--- config.mk ---
export PLATFORM = sky130hd
export DESIGN_NAME = pci_ram
export DESIGN_NICKNAME = d
export VERILOG_FILES = /design/src/hw/rtl/pci_ram.sv
export SDC_FILE = /design/constraint.sdc
export NUM_CORES = 2
export LEC_CHECK = 0
export BUFFER_PORTS_ARGS = -buffer_cell sky130_fd_sc_hd__buf_2
export CORE_UTILIZATION = 46
export DETAILED_ROUTE_END_ITERATION = 12
export PLACE_DENSITY_LB_ADDON = 0.2
export SLEW_MARGIN = 0
export SYNTH_ARGS = -nofsm -noshare
export SYNTH_HDL_FRONTEND = slang
export SYNTH_SLANG_ARGS = --single-unit
--- constraint.sdc ---
create_clock -name clk -period 5.16 [get_ports clk]
set_input_delay 1.29 -clock clk [delete_from_list [all_inputs] [get_ports clk]]
set_output_delay 1.29 -clock clk [all_outputs]
set_load 0.1 [all_outputs]
--- src/hw/rtl/pci_ram.sv ---
// generic simple dual-port ram with registered read
module pci_ram #(
  parameter int WIDTH = 16,
  parameter int DEPTH = 128
) (
  input  logic                                    clk,
  input  logic                                    we,
  input  logic [((DEPTH > 1) ? $clog2(DEPTH) : 1)-1:0] waddr,
  input  logic [WIDTH-1:0]                        wdata,
  input  logic [((DEPTH > 1) ? $clog2(DEPTH) : 1)-1:0] raddr,
  output logic [WIDTH-1:0]                        rdata
);

  logic [WIDTH-1:0] mem [DEPTH];

  always_ff @(posedge clk) begin
    if (we) begin
      mem[waddr] <= wdata;
    end
    rdata <= mem[raddr];
  end

endmodule

==> metrics.md <==
| Metric | Value |
|---|---|
| Status | complete, no violations |
| Minimum setup slack after placement | 692.6 ps |
| Footprint of the multi-input gates | approximately 16000 um^2 |
| Filler cell count | ~13000 |
| Post-CTS sizing | 0 |
| CTS Hold Bufs | 0 |
| Detailed Place HPWL | ~110 mm |
| Crit Path Category | in2reg |
| Final ANT Viol Nets | 0 |
| First-pass GRT wire length | 270.3 mm |
| Gate power share | 5.4% |
| Postcts setup bufs | 0 |
| Clock share of power | about two fifths |
| Final #Nets | approximately 3400 |
| Sum Neg Setup Slack | 0 ps |
| R2R Path Start | mem[27][0] |
| Final WL | 189.7 mm |
| R2R setup slack | ~2600 ps |
| Setup ws final | ~1600 ps |
| Clk_lat worst skew | just over 800 ps |
| Num CTS Buffers | about 200 |
| RSZ-0062 raised after global routing | false |
| Sequential power share | a little over half |
| Slew Limit Fails | 0 |
| Placement Rows | 151 |
| CTS tree | built |
| Drt wl/cell | ~33 um |
| Post-synthesis average cell area | 25.44 um^2 |
| H-tree depth | 4 |
| Leakage | around 28 nW |
| Routed via count | between 30000 and 40000 |
| WP data required | 5880 ps |
| Worst-Margin Slew | roughly 1100 ps |
| Vias per cell | between 6 and 7 |
| Most common cell after layout, fill and taps aside | edfxtp_1 |
| Endpoints failing setup | 0 |
| Slew headroom | 26.55% |
| Sw Share | 21.26% |
| Total GRT Usage | between 20% and 30% |
| Vias in the first global route | 36390 |
| Root buffer selected by CTS | clkbuf_16 |
| Critical Path End Type | register |
| Final worst-path cycle share | between 60% and 70% |
| Yosys warnings | 0 |
| Clk sinks | a little over 2000 |
| Net Count, Synth | 3118 |
| Die area | between 150000 and 200000 um^2 |
| Area grow syn2layout | 13.65% |
| Port Buf Inserts | 47 |
| Worst-path clk slew | about 60 ps |
| RePlAce Congestion | 0.8110 |
| Post-Layout Cell Count | 5781 |
| Largest net degree at the start of global routing | 87 |
| Int Power | approximately 27 mW |
| Grt ovf | 0 |
| Layout cells sized above 1 | between 30% and 40% |
| Core ar. | 169500 um^2 |
| Fin crit period | 3590 ps |
| DR pass1 iterations | 5 |
| Placed Instances | about 5400 |
| Register area share after synthesis | between 70 and 80% |
| Crit-path max FO | 37 |
| Clock skew | 26.39 ps |
| Maximum vdd drop | between 0.3 and 0.4 mV |
| Hold WC Path Type | in2reg |
| DR iter-0 viols | roughly 4000 |
| Worst path arrival time | between 4000 and 5000 ps |
| Worst Hold Depth | 3 |
| Initial Util | 46.33% |
| Reg2reg end | rdata[0] |
| DRC Markers | 0 |
| Die Y | between 400 and 500 um |
| Post-synthesis instance total | just over 3000 |
| IO Count | 48 |
| Fmax | 0.2786 GHz |
| Worst hold start | waddr[1] |
| Post-Synthesis Cell Area | between 70000 and 80000 um^2 |
| #FFs+latches synth | around 2100 |
| Worst Hold End | mem[126][6] |
| Psw | ~7.3 mW |
| Reg2Reg Depth | 4 |
| Synth cell types | 17 |
| Pwr/cell area | 387.3 nW/um^2 |
| Antenna violations before repair | 21 |
| Crit start category | input port |
| Hold Vio Cnt, Final | 0 |
| Highest-count cells in the layout ignoring fill and taps | edfxtp_1, mux4_2, buf_4 |
| CTS max path bufs | 3 |
| Max_cap viols | 0 |
| Die width | between 400 and 500 um |
| FF/Latch Area | 61820 um^2 |
worst max-delay path: stages:
cell and delay [ps]:
buf_8 300, buf_12 350, buf_12 290, mux4_2 530
mux4_2 610, mux4_2 560, mux2_2 280
state kept, by name, indices dropped and copies added, names as in the netlist:
| register | count |
|---|---|
| mem | 2048 |
| rdata | 16 |
metal layers:
layer / GRT usage (%) / vias to the layer above / share of wire (%)
met4: 6.309 / 10 / 2.5
met3: 4.555 / 245 / 8.3
met2: 35.70 / 1441 / 49
li1: - / 14090 / -
met1: 31.36 / 19360 / 40
met5: 0 / - / 0.038
stage by stage:
stage	utilization, %	hold slack [ps]	area [um^2]	power, mW
finish	52.66	986.7	89240	34.56
global route	52.65	991.8	89230	35.49
CTS	52.65	918.0	89220	34.80
detailed placement	48.92	1116	82900	20.82
global placement	48.92	1123	82900	20.77
floorplan	-	1074	78520	19.97
Yosys cell counts:
cell type	number	area share, %
buf_1	28	0.13
buf_2	52	0.33
buf_4	1	0.0096
buf_6	1	0.014
clkbuf_1	82	0.39
dfxtp_1	16	0.41
edfxtp_1	2048	78
mux2_2	16	0.23
mux4_2	672	19
nand2_1	14	0.067
nand2b_1	2	0.016
nand3_1	12	0.076
nand4_1	3	0.024
nor2_1	122	0.58
nor2b_1	7	0.056
nor3_1	9	0.057
or3_1	1	0.0080
cells by family after synthesis:
group | synth area share (%)
buf+inv | 0.8812
simple gates | 0.8875
mux | 19.50
flops | 78.73
area by class of cell:
class                           count  area share, %
Tap cell                         2218          3.110
Clock inverter                    112          1.183
Multi-Input combinational cell    858          18.00
Sequential cell                  2064          69.27
Clock buffer                      258          5.896
Antenna cell                        8        0.02243
Timing Repair Buffer              263          2.517
worst max path at each step:
stage / endpoint / slack (ps) / start
floorplan: rdata[0] / 1370 / raddr[0]
global placement: rdata[9] / 700 / raddr[0]
detailed placement: rdata[9] / 690 / raddr[0]
CTS: rdata[9] / 1580 / raddr[0]
global route: rdata[9] / 1520 / raddr[0]
finish: rdata[9] / 1570 / raddr[0]
power by group through the flow:
stage / logic [mW] / clock network [mW] / registers (mW)
CTS: 1.90 / 14.3 / 18.6
global route: 1.96 / 15.0 / 18.6
global placement: 1.85 / 0 / 18.9
detailed placement: 1.90 / 0 / 18.9
finish: 1.87 / 14.1 / 18.6
floorplan: 0.906 / 0 / 19.1
Note: power is estimated with default switching activity, not from simulation.
