===== src/hw/rtl/pci_pkg.sv =====
// shared types and constants of the pulse charge integrator
package pci_pkg;

  localparam int IN_W       = 16;
  localparam int OUT_W      = 88;
  localparam int CFG_IDX_W  = 3;
  localparam int CFG_DATA_W = 16;

  typedef enum logic [CFG_IDX_W-1:0] {
    REG_THRESHOLD      = 3'd0,
    REG_BASELINE_WINDOW = 3'd1,
    REG_GATE_LENGTH    = 3'd2,
    REG_HOLDOFF_LENGTH = 3'd3,
    REG_TAP_DELAY      = 3'd4
  } cfg_reg_t;

  localparam logic [14:0] THRESHOLD_RST       = 15'd5;
  localparam logic [7:0]  BASELINE_WINDOW_RST = 8'd128;
  localparam logic [15:0] GATE_LENGTH_RST     = 16'd2500;
  localparam logic [15:0] HOLDOFF_LENGTH_RST  = 16'd3000;
  localparam logic [7:0]  TAP_DELAY_RST       = 8'd250;

  typedef struct packed {
    logic busy;
    logic done;
  } div_stat_t;

endpackage


===== src/hw/rtl/pci_div.sv =====
// radix-2 restoring divider forming the rounded mean of the baseline window
module pci_div #(
  parameter int SUM_W = 24,
  parameter int CNT_W = 8
) (
  input  logic                    clk,
  input  logic                    rst,
  input  logic                    start,
  input  logic signed [SUM_W-1:0] sum,
  input  logic [CNT_W-1:0]        cnt,
  output pci_pkg::div_stat_t      stat,
  output logic signed [15:0]      mean
);
  import pci_pkg::*;

  localparam int NUM_W  = SUM_W + 1;
  localparam int DEN_W  = CNT_W + 1;
  localparam int STEP_W = $clog2(NUM_W + 1);

  logic [NUM_W-1:0]  quo;
  logic [DEN_W-1:0]  rem;
  logic [DEN_W-1:0]  den;
  logic              neg;
  logic [STEP_W-1:0] steps;
  logic              busy;
  logic              done;

  logic [SUM_W-1:0]  mag;
  logic [NUM_W-1:0]  num;
  logic [DEN_W:0]    trial;
  logic [DEN_W:0]    diff;
  logic              ge;

  assign mag   = sum[SUM_W-1] ? SUM_W'(-sum) : SUM_W'(sum);
  assign num   = {mag, 1'b0} + NUM_W'(cnt);
  assign trial = {rem, quo[NUM_W-1]};
  assign diff  = trial - {1'b0, den};
  assign ge    = (trial >= {1'b0, den});

  always_ff @(posedge clk) begin
    if (rst) begin
      busy  <= 1'b0;
      done  <= 1'b0;
      steps <= '0;
    end else begin
      done <= 1'b0;
      if (start) begin
        quo   <= num;
        rem   <= '0;
        den   <= {cnt, 1'b0};
        neg   <= sum[SUM_W-1];
        steps <= STEP_W'(NUM_W);
        busy  <= 1'b1;
      end else if (busy) begin
        quo   <= {quo[NUM_W-2:0], ge};
        rem   <= ge ? diff[DEN_W-1:0] : trial[DEN_W-1:0];
        steps <= steps - 1'b1;
        if (steps == STEP_W'(1)) begin
          busy <= 1'b0;
          done <= 1'b1;
        end
      end
    end
  end

  assign stat.busy = busy;
  assign stat.done = done;
  assign mean      = neg ? -$signed(quo[15:0]) : $signed(quo[15:0]);

endmodule


===== config.mk =====
export PLATFORM = sky130hd
export DESIGN_NAME = pci_div
export DESIGN_NICKNAME = d
export VERILOG_FILES = /design/src/hw/rtl/pci_pkg.sv /design/src/hw/rtl/pci_div.sv
export SDC_FILE = /design/constraint.sdc
export NUM_CORES = 1
export LEC_CHECK = 0
export BUFFER_PORTS_ARGS = -buffer_cell sky130_fd_sc_hd__buf_2
export CAP_MARGIN = 40
export CORE_MARGIN = 5
export CORE_UTILIZATION = 40
export DETAILED_ROUTE_END_ITERATION = 7
export PLACE_DENSITY = 0.68
export SYNTH_ARGS = -nofsm -noshare
export SYNTH_HDL_FRONTEND = slang
export SYNTH_SLANG_ARGS = --single-unit

===== constraint.sdc =====
create_clock -name clk -period 5 [get_ports clk]
set_input_delay 0.5 -clock clk [delete_from_list [all_inputs] [get_ports clk]]
set_output_delay 0.5 -clock clk [all_outputs]
set_load 0.1 [all_outputs]

==> results.yml <==
status:
  outcome: "finished clean"
finish:
  fin_cells: 593
  top_library_cells_by_usage_in_the_layout_fill_and_taps_aside: "buf_2 (52), edfxtp_1 (43), xnor2_1 (40)"
  layout_commonest_cell: "buf_2"
  multi_input_comb_area_mm2: 0.00233
  finish.net_count: 516
  n_fill_cell: 973
  fin_area_mm2: 0.00442
  layout-drive-gt1-share_pct: 18.5
  insertedDiodeCount: 0
  flow.area_growth_from_synthesis_pct: 11.7
  seq_area_mm2: 0.00143
die:
  die_h_um: 109
  design.core.area_mm2: 0.00973
  die_x_um: 109
  fp-row-count: 36
  initial_core_util_pct: 40.7
  design.die.area_mm2: 0.0120
  io_pins: 53
min_path:
  holdCritPathClass: "input pin to register"
power_and_ir_drop:
  total_leakage_power_nw: 1.64
  powerDensity_mw_per_mm2: 296
  ir_worst_vdd_mv: 0.169
clock_network:
  ctsHtreeMaxLevel: 2
  tritoncts_num_sinks: 50
  ctsLongestPathBuffers: 2
  clk_latency_ns: 0.31
  cts.reportedPaths.clkPinSlew_ns: 0.09
  ctsRootBufferMaster: "clkbuf_8"
  cts_tree: "yes"
  cts.repair.resized: 0
  postCtsSetupBuffers: 0
  cts_buffers: 5
  cts_hold_repair.buffers: 0
synthesis:
  syn_inst: 419
  synth_cell_area_mm2: 0.00396
  synthArstFlopShare_pct: 0
  ys_seq_elements: 50
  synth-edff-count: 43
  syn-num-nets: 476
  synth_cell_types: 56
  post_synth.cell_area_avg_um2: 9.45
  synth-seq-area-share_pct: 36.2
  synth_top_flop_cell: "edfxtp_1"
  synth_warnings: 0
timing:
  setup_tns_ns: 0
  fin_hold_ws_ns: 0.390
  drv_slew: 0
  rsz_0062_raised_after_global_routing: "false"
  timing.fmax_mhz: 268
  post-route-period-util_pct: 74.7
  final-hold-violation-count: 0
  timing.slew.headroom_pct: 58.6
  tightest_slew_ns: 0.618
  setup_viol: 0
  skew_ns: 0.00696
  fin_crit_ns: 3.73
  fin_ws_ns: 1.27
worst_setup_path:
  timing_worst_setup_path_type: "input pin to register"
  path_max_fanout: 12
  crit_buf_inv: 2
  critPathRequiredTime_ns: 5.07
  critical_path.startpoint_type: "input pin"
  crit_arrival_ns: 3.80
  critical_path.max_stage_delay_ns: 0.57
  cpMaxStageDelayCell: "or3b_2"
  endpoint_kind: "register"
  worstPathCellList: "buf_2, inv_1, ha_1, or3b_2, o31ai_1, xnor2_1, ha_1, o21ai_0, a21oi_1, a21oi_1, or4_1, nor4_1, nor2_1, a221o_1"
  cpLargestDelayFamily: "simple AND/OR/NAND/NOR gates"
route:
  ant_nets: 0
  vias: 3152
  initialDrtViolationCount: 242
  detail_route.wl_per_cell_um: 14.8
  drtPass1Iterations: 4
  drt-total-wl_mm: 8.79
  drcViolationCount: 0
  vias_per_cell: 5.32
place:
  port_buffers: 52
  area_after_detailed_placement_mm2: 0.00431
  preCtsSetupSlack_ns: 0.981
  detailedPlacementHpwl_mm: 6.91
  place.gp.congestion: 0.831
  post-place-cells: 585
job:
  cap_violations: 0
grt:
  grt_use_total_pct: 15.1
  antenna_found_initial: 0
  global_route_wire_length_before_repair_mm: 14.6
  grt_overflow_total: 0
  grt_pass1_vias: 3010
  largest_net_degree_at_the_start_of_global_routing: 41
==> cells in the mapped netlist (2+ instances only) <==
cell type  number  area share [%]
buf_4           3            0.57
o21a_1          4            0.76
a211o_1         2            0.44
o221ai_1        2            0.44
xor2_1         14             3.1
fa_1            2             1.0
nand2b_1        8             1.3
o21ai_0        23             2.9
clkinv_1        2            0.19
a2111oi_0       2            0.44
nand3b_1        3            0.57
nor2_1         30             2.8
o41ai_1         2            0.44
mux2i_1         3            0.76
a21o_1          3            0.57
and3_1          4            0.63
a211oi_1        3            0.57
edfxtp_1       43              33
nor3_1         14             1.8
xnor2_1        40             8.9
clkbuf_1       14             1.3
nand4_1         5            0.79
or3b_2          2            0.44
nor4_1          6            0.95
mux2_2         13             3.7
o31ai_1        17             3.2
inv_1          23             2.2
or3_1          10             1.6
or4_1          10             1.9
ha_1           20             6.3
nor2b_1         5            0.79
buf_1           3            0.28
nor4b_1         3            0.66
a21boi_0        3            0.57
a21oi_1        17             2.1
nand2_1        22             2.1
nand3_1        14             1.8
dfxtp_1         7             3.5
==> area by class of cell <==
| class | instances | share of cell area (%) |
|---|---|---|
| well taps | 133 | 3.77 |
| repair buffers | 55 | 6.40 |
| clock buffers | 5 | 1.56 |
| inverters | 25 | 2.12 |
| flip-flops and latches | 50 | 32.4 |
| multi-input cells | 322 | 52.8 |
| clock inverters | 3 | 0.991 |
==> worst paths after layout <==
check	from	end	slack, ns	cells past startpoint
worst max-delay path	sum[0]	quo[18]	1.27	14
worst min-delay path	cnt[3]	den[4]	0.39	1
worst max register to register	rem[1]	quo[0]	2.43	7
worst min register to register	steps[1]	steps[1]	0.53	2
==> worst register-to-register path, delay by kind of cell, from the launching register on <==
family | cells | cell delay, ns
AOI/OAI and AO/OA | 3 | 0.75
adders and majority gates | 1 | 0.32
DFF | 1 | 0.43
muxes | 1 | 0.38
and+or+nand+nor | 2 | 0.48
==> state kept, by name (all words and copies together), names as in the netlist <==
register,cells
quo,25
rem,9
den,8
steps,5
busy,1
done,1
neg,1
==> power by group <==
group | internal [W] | switching (W) | leakage (nW) | total [W]
Sequential | 0.000500 | 0.0000284 | 0.469 | 0.000528
Clock | 0.000150 | 0.000139 | 0.0585 | 0.000289
Combinational | 0.000153 | 0.000339 | 1.12 | 0.000492
==> through the flow <==
stage               power (W)  util, %
floorplan            0.000927        -
global placement      0.00102     44.2
detailed placement    0.00103     44.3
CTS                   0.00132     45.4
global route          0.00138     45.4
finish                0.00131     45.4
==> cells by family after synthesis <==
group	after synthesis	synth area share, %
muxes	16	4.46
and+or+nand+nor	141	19.3
xor gates and xnor gates	54	12.0
AOI/OAI and AO/OA	89	15.9
adders and majority gates	22	7.33
DFF	50	36.2
buffers and inverters	47	4.96
==> routing by layer <==
layer  routed length, um  global-route usage (%)  vias to the layer above
met5                   0                       0                        -
met4                  72                    3.21                        0
met3                 325                    2.23                        4
met2                4120                    24.6                       51
met1                4280                    21.3                     1469
li1                    -                       -                     1628
(Power assumes the default switching activity.)
